File: src/rtl/core/rsfds_pkg.sv
`timescale 1ns / 1ps
// ----------------------------------------------------------------------------
// Range sort and delay split package
// Shared field widths, delay constants and the transaction types of the
// range sort and delay FIFO split block.
// ----------------------------------------------------------------------------
package rsfds_pkg;

   localparam int RANGE_W   = 32;
   localparam int FRAC_W    = 8;
   localparam int GAP_W     = RANGE_W - FRAC_W;
   localparam int BASE_W    = 25;
   localparam int SLOT_W    = 12;
   localparam int USED_W    = 3;
   localparam int OUT_SLOTS = 7;
   localparam int GAP_COUNT = 3;

   // The segment length is a power of two.
   localparam int SLOT_MAX_DELAY = 2048;
   localparam int SLOT_COUNT     = 7;
   localparam int SLOT_SHIFT     = $clog2(SLOT_MAX_DELAY);
   localparam int FULL_W         = GAP_W - SLOT_SHIFT;
   localparam int NEED_W         = FULL_W + 1;
   localparam int SUM_W          = $clog2(2 * SLOT_COUNT + 2);

   localparam logic [SLOT_W-1:0] UNUSED_SLOT = SLOT_W'(3);
   localparam logic [SLOT_W-1:0] FULL_SLOT   = SLOT_W'(SLOT_MAX_DELAY);

   localparam longint unsigned LIGHT_SPEED  = 64'd299792458;
   localparam longint unsigned CLOCK_HZ     = 64'd300000000;
   localparam longint unsigned CLOCK_EXCESS = CLOCK_HZ - LIGHT_SPEED;
   localparam int RECIP_SHIFT = 32;
   localparam longint unsigned RECIP = (CLOCK_EXCESS << RECIP_SHIFT) / LIGHT_SPEED;

   localparam int EXCESS_W = 18;
   localparam int RECIP_W  = 22;
   localparam int QUOT_W   = 22;
   localparam int LIGHT_W  = 29;
   localparam int XPROD_W  = RANGE_W + EXCESS_W;
   localparam int RPROD_W  = RANGE_W + RECIP_W;
   localparam int QPROD_W  = QUOT_W + LIGHT_W;

   typedef struct packed {
      logic [RANGE_W-1:0] range_a;
      logic [RANGE_W-1:0] range_b;
      logic [RANGE_W-1:0] range_c;
      logic [RANGE_W-1:0] range_d;
   } req_type;

   typedef struct packed {
      logic [BASE_W-1:0] base_delay;
      logic [SLOT_W-1:0] slot_delay_0;
      logic [SLOT_W-1:0] slot_delay_1;
      logic [SLOT_W-1:0] slot_delay_2;
      logic [SLOT_W-1:0] slot_delay_3;
      logic [SLOT_W-1:0] slot_delay_4;
      logic [SLOT_W-1:0] slot_delay_5;
      logic [SLOT_W-1:0] slot_delay_6;
      logic [USED_W-1:0] used_after_gap_0;
      logic [USED_W-1:0] used_after_gap_1;
      logic [USED_W-1:0] used_after_gap_2;
      logic              slot_overflow;
   } rsp_type;

endpackage

File: src/rtl/core/range_sort_fifo_delay_split.sv
`timescale 1ns / 1ps
// ----------------------------------------------------------------------------
// Range sort and delay FIFO split
// Sorts four scatterer ranges and derives the base delay, the delay FIFO
// slot settings and the cumulative slot counts.
//
// A request transaction carries four ranges in 1/256 metre units on req_data
// and is taken when req_valid and req_ready are high at a clock edge. Each
// request yields exactly one response transaction on rsp_data, handed over
// when rsp_valid and rsp_ready are high. The pipeline has six register
// stages: three for the sorting network, then the products and gap split,
// the quotient estimate and slot positions, and the correction and slot
// fill that load the output register. One request is taken every cycle
// while no stage stalls. The conversion multipliers and the sorting network
// set the stage depth. Each stage holds its transaction while the next stage
// is occupied and stalled, so an empty stage still takes new data when the
// receiver stalls, and nothing is lost or repeated. A synchronous reset
// empties all stages; the block is ready in the first cycle after reset.
// ----------------------------------------------------------------------------
module range_sort_fifo_delay_split (
   input  logic              clock,
   input  logic              reset,
   input  logic              req_valid,
   output logic              req_ready,
   input  rsfds_pkg::req_type req_data,
   output logic              rsp_valid,
   input  logic              rsp_ready,
   output rsfds_pkg::rsp_type rsp_data
);
   import rsfds_pkg::*;

   logic [6:1] vld_ff;
   logic [7:1] en;

   logic [RANGE_W-1:0] s1_ff [4];
   logic [RANGE_W-1:0] s1_in [4];
   logic [RANGE_W-1:0] s2_ff [4];
   logic [RANGE_W-1:0] s2_in [4];
   logic [RANGE_W-1:0] s3_ff [4];
   logic [RANGE_W-1:0] s3_in [4];

   logic [RANGE_W-1:0] r0_s4_ff;
   logic [XPROD_W-1:0] xprod_s4_ff;
   logic [XPROD_W-1:0] xprod_s4_in;
   logic [RPROD_W-1:0] rprod_s4_ff;
   logic [RPROD_W-1:0] rprod_s4_in;
   logic [SUM_W-1:0]      full_s4_ff [GAP_COUNT];
   logic [SUM_W-1:0]      full_s4_in [GAP_COUNT];
   logic [SUM_W-1:0]      need_s4_ff [GAP_COUNT];
   logic [SUM_W-1:0]      need_s4_in [GAP_COUNT];
   logic [SLOT_SHIFT-1:0] rem_s4_ff  [GAP_COUNT];
   logic [SLOT_SHIFT-1:0] rem_s4_in  [GAP_COUNT];

   logic [RANGE_W-1:0] r0_s5_ff;
   logic [XPROD_W-1:0] xprod_s5_ff;
   logic [QUOT_W-1:0]  quot_s5_ff;
   logic [QUOT_W-1:0]  quot_s5_in;
   logic [QPROD_W-1:0] qprod_s5_ff;
   logic [QPROD_W-1:0] qprod_s5_in;
   logic [SUM_W-1:0]      full_s5_ff  [GAP_COUNT];
   logic [SUM_W-1:0]      start_s5_ff [GAP_COUNT];
   logic [SUM_W-1:0]      start_s5_in [GAP_COUNT];
   logic [SUM_W-1:0]      end_s5_ff   [GAP_COUNT];
   logic [SUM_W-1:0]      end_s5_in   [GAP_COUNT];
   logic [SLOT_SHIFT-1:0] rem_s5_ff   [GAP_COUNT];
   logic                  over_s5_ff;
   logic                  over_s5_in;

   rsp_type rsp_data_ff;
   rsp_type rsp_data_in;

   always_comb begin
      en[7] = rsp_ready;
      for (int k = 6; k >= 1; k--) begin
         en[k] = !vld_ff[k] || en[k+1];
      end
   end

   assign req_ready = en[1];
   assign rsp_valid = vld_ff[6];
   assign rsp_data  = rsp_data_ff;

   always_ff @(posedge clock) begin
      if (reset) begin
         vld_ff <= '0;
      end else begin
         if (en[1]) begin
            vld_ff[1] <= req_valid;
         end
         for (int k = 2; k <= 6; k++) begin
            if (en[k]) begin
               vld_ff[k] <= vld_ff[k-1];
            end
         end
      end
   end

   // Stage 1: sort the pairs (a, b) and (c, d).
   always_comb begin
      s1_in[0] = (req_data.range_b < req_data.range_a) ? req_data.range_b : req_data.range_a;
      s1_in[1] = (req_data.range_b < req_data.range_a) ? req_data.range_a : req_data.range_b;
      s1_in[2] = (req_data.range_d < req_data.range_c) ? req_data.range_d : req_data.range_c;
      s1_in[3] = (req_data.range_d < req_data.range_c) ? req_data.range_c : req_data.range_d;
   end

   // Stage 2: merge the minima and the maxima.
   always_comb begin
      s2_in[0] = (s1_ff[2] < s1_ff[0]) ? s1_ff[2] : s1_ff[0];
      s2_in[2] = (s1_ff[2] < s1_ff[0]) ? s1_ff[0] : s1_ff[2];
      s2_in[1] = (s1_ff[3] < s1_ff[1]) ? s1_ff[3] : s1_ff[1];
      s2_in[3] = (s1_ff[3] < s1_ff[1]) ? s1_ff[1] : s1_ff[3];
   end

   // Stage 3: order the two middle values.
   always_comb begin
      s3_in[0] = s2_ff[0];
      s3_in[1] = (s2_ff[2] < s2_ff[1]) ? s2_ff[2] : s2_ff[1];
      s3_in[2] = (s2_ff[2] < s2_ff[1]) ? s2_ff[1] : s2_ff[2];
      s3_in[3] = s2_ff[3];
   end

   // Stage 4: conversion products and the split of each gap into segments.
   always_comb begin
      logic [RANGE_W-1:0] diff;
      logic [GAP_W-1:0]   gap;
      logic [FULL_W-1:0]  full;
      logic [NEED_W-1:0]  need;
      xprod_s4_in = XPROD_W'(s3_ff[0]) * XPROD_W'(CLOCK_EXCESS);
      rprod_s4_in = RPROD_W'(s3_ff[0]) * RPROD_W'(RECIP);
      for (int g = 0; g < GAP_COUNT; g++) begin
         diff = s3_ff[g+1] - s3_ff[g];
         gap  = diff[RANGE_W-1:FRAC_W];
         full = gap[GAP_W-1:SLOT_SHIFT];
         rem_s4_in[g] = gap[SLOT_SHIFT-1:0];
         need = NEED_W'(full) + NEED_W'(rem_s4_in[g] != '0);
         full_s4_in[g] = (full > FULL_W'(SLOT_COUNT + 1)) ? SUM_W'(SLOT_COUNT + 1)
                                                          : SUM_W'(full);
         need_s4_in[g] = (need > NEED_W'(SLOT_COUNT + 1)) ? SUM_W'(SLOT_COUNT + 1)
                                                          : SUM_W'(need);
      end
   end

   // Stage 5: quotient estimate times the light speed, and slot positions.
   always_comb begin
      logic [SUM_W-1:0] pos;
      logic [SUM_W-1:0] sum;
      quot_s5_in  = rprod_s4_ff[RECIP_SHIFT +: QUOT_W];
      qprod_s5_in = QPROD_W'(quot_s5_in) * QPROD_W'(LIGHT_SPEED);
      pos = '0;
      over_s5_in = 1'b0;
      for (int g = 0; g < GAP_COUNT; g++) begin
         start_s5_in[g] = pos;
         sum = pos + need_s4_ff[g];
         end_s5_in[g] = sum;
         if (sum > SUM_W'(SLOT_COUNT)) begin
            pos = SUM_W'(SLOT_COUNT);
            over_s5_in = 1'b1;
         end else begin
            pos = sum;
         end
      end
   end

   // Stage 6: quotient correction, base delay and slot fill.
   always_comb begin
      logic [QPROD_W-1:0]     rem_div;
      logic [QUOT_W-1:0]      quot;
      logic [RANGE_W:0]       total;
      logic [SLOT_W-1:0]      slot [OUT_SLOTS];
      logic [SUM_W-1:0]       used [GAP_COUNT];
      logic [SUM_W-1:0]       idx;
      rem_div = QPROD_W'(xprod_s5_ff) - qprod_s5_ff;
      quot = quot_s5_ff + QUOT_W'(rem_div >= QPROD_W'(LIGHT_SPEED));
      total = (RANGE_W + 1)'(r0_s5_ff) + (RANGE_W + 1)'(quot);
      for (int s = 0; s < OUT_SLOTS; s++) begin
         slot[s] = UNUSED_SLOT;
         idx = SUM_W'(s);
         for (int g = 0; g < GAP_COUNT; g++) begin
            if (s < SLOT_COUNT && idx >= start_s5_ff[g] && idx < end_s5_ff[g]) begin
               slot[s] = ((idx - start_s5_ff[g]) < full_s5_ff[g]) ? FULL_SLOT
                                                                 : SLOT_W'(rem_s5_ff[g]);
            end
         end
      end
      for (int g = 0; g < GAP_COUNT - 1; g++) begin
         used[g] = start_s5_ff[g+1];
      end
      used[GAP_COUNT-1] = (end_s5_ff[GAP_COUNT-1] > SUM_W'(SLOT_COUNT)) ? SUM_W'(SLOT_COUNT)
                                                                        : end_s5_ff[GAP_COUNT-1];
      rsp_data_in.base_delay       = BASE_W'(total >> FRAC_W);
      rsp_data_in.slot_delay_0     = slot[0];
      rsp_data_in.slot_delay_1     = slot[1];
      rsp_data_in.slot_delay_2     = slot[2];
      rsp_data_in.slot_delay_3     = slot[3];
      rsp_data_in.slot_delay_4     = slot[4];
      rsp_data_in.slot_delay_5     = slot[5];
      rsp_data_in.slot_delay_6     = slot[6];
      rsp_data_in.used_after_gap_0 = USED_W'(used[0]);
      rsp_data_in.used_after_gap_1 = USED_W'(used[1]);
      rsp_data_in.used_after_gap_2 = USED_W'(used[2]);
      rsp_data_in.slot_overflow    = over_s5_ff;
   end

   always_ff @(posedge clock) begin
      if (en[1]) begin
         s1_ff <= s1_in;
      end
      if (en[2]) begin
         s2_ff <= s2_in;
      end
      if (en[3]) begin
         s3_ff <= s3_in;
      end
      if (en[4]) begin
         r0_s4_ff    <= s3_ff[0];
         xprod_s4_ff <= xprod_s4_in;
         rprod_s4_ff <= rprod_s4_in;
         full_s4_ff  <= full_s4_in;
         need_s4_ff  <= need_s4_in;
         rem_s4_ff   <= rem_s4_in;
      end
      if (en[5]) begin
         r0_s5_ff    <= r0_s4_ff;
         xprod_s5_ff <= xprod_s4_ff;
         quot_s5_ff  <= quot_s5_in;
         qprod_s5_ff <= qprod_s5_in;
         full_s5_ff  <= full_s4_ff;
         start_s5_ff <= start_s5_in;
         end_s5_ff   <= end_s5_in;
         rem_s5_ff   <= rem_s4_ff;
         over_s5_ff  <= over_s5_in;
      end
      if (en[6]) begin
         rsp_data_ff <= rsp_data_in;
      end
   end

endmodule
File: config.mk
export PLATFORM = sky130hd
export DESIGN_NAME = range_sort_fifo_delay_split
export DESIGN_NICKNAME = d
export VERILOG_FILES = /design/src/rtl/core/rsfds_pkg.sv /design/src/rtl/core/range_sort_fifo_delay_split.sv
export SDC_FILE = /design/constraint.sdc
export NUM_CORES = 2
export LEC_CHECK = 0
export BUFFER_PORTS_ARGS = -buffer_cell sky130_fd_sc_hd__buf_2
export CAP_MARGIN = 40
export CORE_MARGIN = 2
export CORE_UTILIZATION = 65
export DETAILED_ROUTE_END_ITERATION = 10
export PLACE_DENSITY = 0.93
export SLEW_MARGIN = 40
export SYNTH_ARGS = -nofsm -noshare
export SYNTH_HDL_FRONTEND = slang
export SYNTH_SLANG_ARGS = --single-unit
File: constraint.sdc
create_clock -name clock -period 22.5 [get_ports clock]
set_input_delay 4.5 -clock clock [delete_from_list [all_inputs] [get_ports clock]]
set_output_delay 4.5 -clock clock [all_outputs]
set_load 0.01 [all_outputs]
==> results.ini <==
[drt]
via_per_inst=6.24
vias=54100
drcViolationCount=0
wirelength_um=208000
wl_per_cell_um=24.0
drtIter0Drc=5251
drtPass1Iterations=7
ant_nets=0

[worst_hold_path]
holdPathEnd=rem_s5_ff[19]
hold_path_class=flip-flop to flip-flop
min_delay_path_depth=0
min-delay-start=rem_s4_ff[19]

[timing]
setup_tns_ps=0
finalCritPeriodShare_pct=47.9
hold_violations=0
setup_viol=0
slew_headroom_pct=39.2
fin_crit_ps=10780
rsz0062_at_grt=no
drv_slew=0
fmax_mhz=92.7
worst_pin_slew_ps=912
hold-worst-slack_ps=387
skew_ps=57.9

[floorplan]
row_count=127
fp.dieArea_um2=123000
ios=253
start_util_pct=65.4
core_area_um2=119000
die_w_um=351
die_height_um=351

[setup_path]
critPathCaptureType=output port
path_buf_inv=3
cp.arrival_ps=6280
cpLargestDelayFamily=simple AND/OR/NAND/NOR gates
rr_worst_depth=32
worst_r2r_startpoint=quot_s5_ff[0]
timing.rr.end=rsp_data[114]
cpPeakStageDelay_ps=530
slowest_stage=and3_1
cp_max_fo=43
crit_type=input pin to output port
cp_common_cell=buf_2
required_ps=18000
rrSetupSlack_ps=13430
cp-start-kind=input pin
crit_chain=buf_2 > nor2b_1 > and3_1 > nand4_1 > buf_4 > buf_2

[clock_tree]
cts_resized=0
ctsRootBufferMaster=clkbuf_16
clk_latency_ps=710
cts_tree=yes
cts_buffers=87
cts_buffer_depth=3
cts.sinks=884
post_cts_buffers=0
cts_hold_buffers=0
path_clk_slew_ps=70
htree_levels=3

[logic_synthesis]
synthAdderAreaFrac_pct=36.7
synth_top_family_by_area=adder cells
synth_area_per_cell_um2=11.7
synth-compound-area-share_pct=9.32
synth_area_um2=78100
synth_mux_area_share_pct=4.79
seq_area_frac_synth_pct=33.9
synth_edf_count=878
synth_xor_area_share_pct=3.12
yosysWarnings=0
synth_ff_type=edfxtp_1
syn_inst=6656
synthSimpleGateAreaFrac_pct=6.17
ys_ff_latch=884
ys_async_sr_fraction_pct=0
yosysUniqueCellTypes=92

[global_route]
grt_overflow=0
grt_max_degree=90
grt_usage_pct=34.5
antenna_found_initial=19
grt_pass1_vias=56900
grt_pass1_wl_um=322000

[flow_run]
maxCapViolCount=0

[finish]
final_common_cell=inv_1
fin_nets=8933
syn_to_final_growth_pct=8.20
layout_common_cells=inv_1, ha_1, edfxtp_1
drive_above_1_share_pct=11.9

[place]
hpwl_um=161000
gp_congestion=0.999
io_buffers=252

[run_status]
status=complete, no violations

[layout make-up]
class	count	area, µm²
multi-input combinational	4539	47000
fill	7738	35000
sequential	884	26500
inverter	1142	4290
clock buffer	101	2250
tap	1612	2020
timing repair buffer	320	1850
clock inverter	57	529
antenna	13	32.5
[layer usage]
| layer | GRT usage [%] | vias to the layer above | share of wire (%) |
|---|---|---|---|
| met5 | 0 | - | 0.014 |
| met4 | 20.8 | 4 | 7.1 |
| met1 | 42.6 | 26500 | 37 |
| li1 | - | 23800 | - |
| met2 | 55.6 | 2964 | 46 |
| met3 | 7.80 | 768 | 9.5 |
[logic make-up after synthesis]
family                   count (synthesis)
adder cells (fa/ha/maj)               1827
buffers and inverters                 1234
AO/OA/AOI/OAI                         1140
AND/OR/NAND/NOR                        960
flip-flops                             884
multiplexers                           333
XOR/XNOR                               277
other                                    1
[worst max path at each step]
stage | from | endpoint | slack (ps) | depth (start not counted)
2_1_floorplan | rsp_ready | req_ready | 9310 | 4
3_3_place_gp | rsp_ready | req_ready | 11800 | 6
3_5_place_dp | rsp_ready | req_ready | 11750 | 6
4_1_cts | rsp_ready | req_ready | 11730 | 6
5_1_grt | rsp_ready | req_ready | 11550 | 6
6_report | rsp_ready | req_ready | 11720 | 6
[sequential cells by signal, summed over array words and instances, names as in the netlist, 32 cells and up]
| register | cells |
|---|---|
| rsp_data | 119 |
| s3_ff | 128 |
| s1_ff | 128 |
| xprod_s5_ff | 48 |
| rem_s4_ff | 33 |
| xprod_s4_ff | 47 |
| r0_s5_ff | 32 |
| s2_ff | 128 |
| rem_s5_ff | 33 |
| r0_s4_ff | 32 |
| qprod_s5_ff | 48 |
[cells in the mapped netlist (56+ instances only)]
| cell | count | area share, % |
|---|---|---|
| a21o_1 | 229 | 2.2 |
| a21oi_1 | 342 | 2.2 |
| clkbuf_1 | 78 | 0.37 |
| edfxtp_1 | 878 | 34 |
| fa_1 | 772 | 20 |
| ha_1 | 1055 | 17 |
| inv_1 | 1142 | 5.5 |
| mux2_2 | 320 | 4.6 |
| nand2_1 | 252 | 1.2 |
| nand3_1 | 74 | 0.47 |
| nand4_1 | 66 | 0.53 |
| nor2_1 | 224 | 1.1 |
| nor2b_1 | 65 | 0.52 |
| nor3_1 | 56 | 0.36 |
| o21ai_0 | 225 | 1.4 |
| xnor2_1 | 188 | 2.1 |
| xor2_1 | 88 | 0.99 |
[through the flow]
stage               utilization, %  setup WS [ps]  area (µm²)  cells
finish                        70.7          11720       84500   8668
CTS                           70.7          11730       84400   8654
global route                  70.7          11550       84500   8668
floorplan                        -           9310       78100   6657
global placement              68.2          11800       81500   8487
detailed placement            68.3          11750       81700   8496
Power is left out: the tool's default activity adds up to more than one toggle a clock period on the data nets, which glitch-free logic cannot reach.
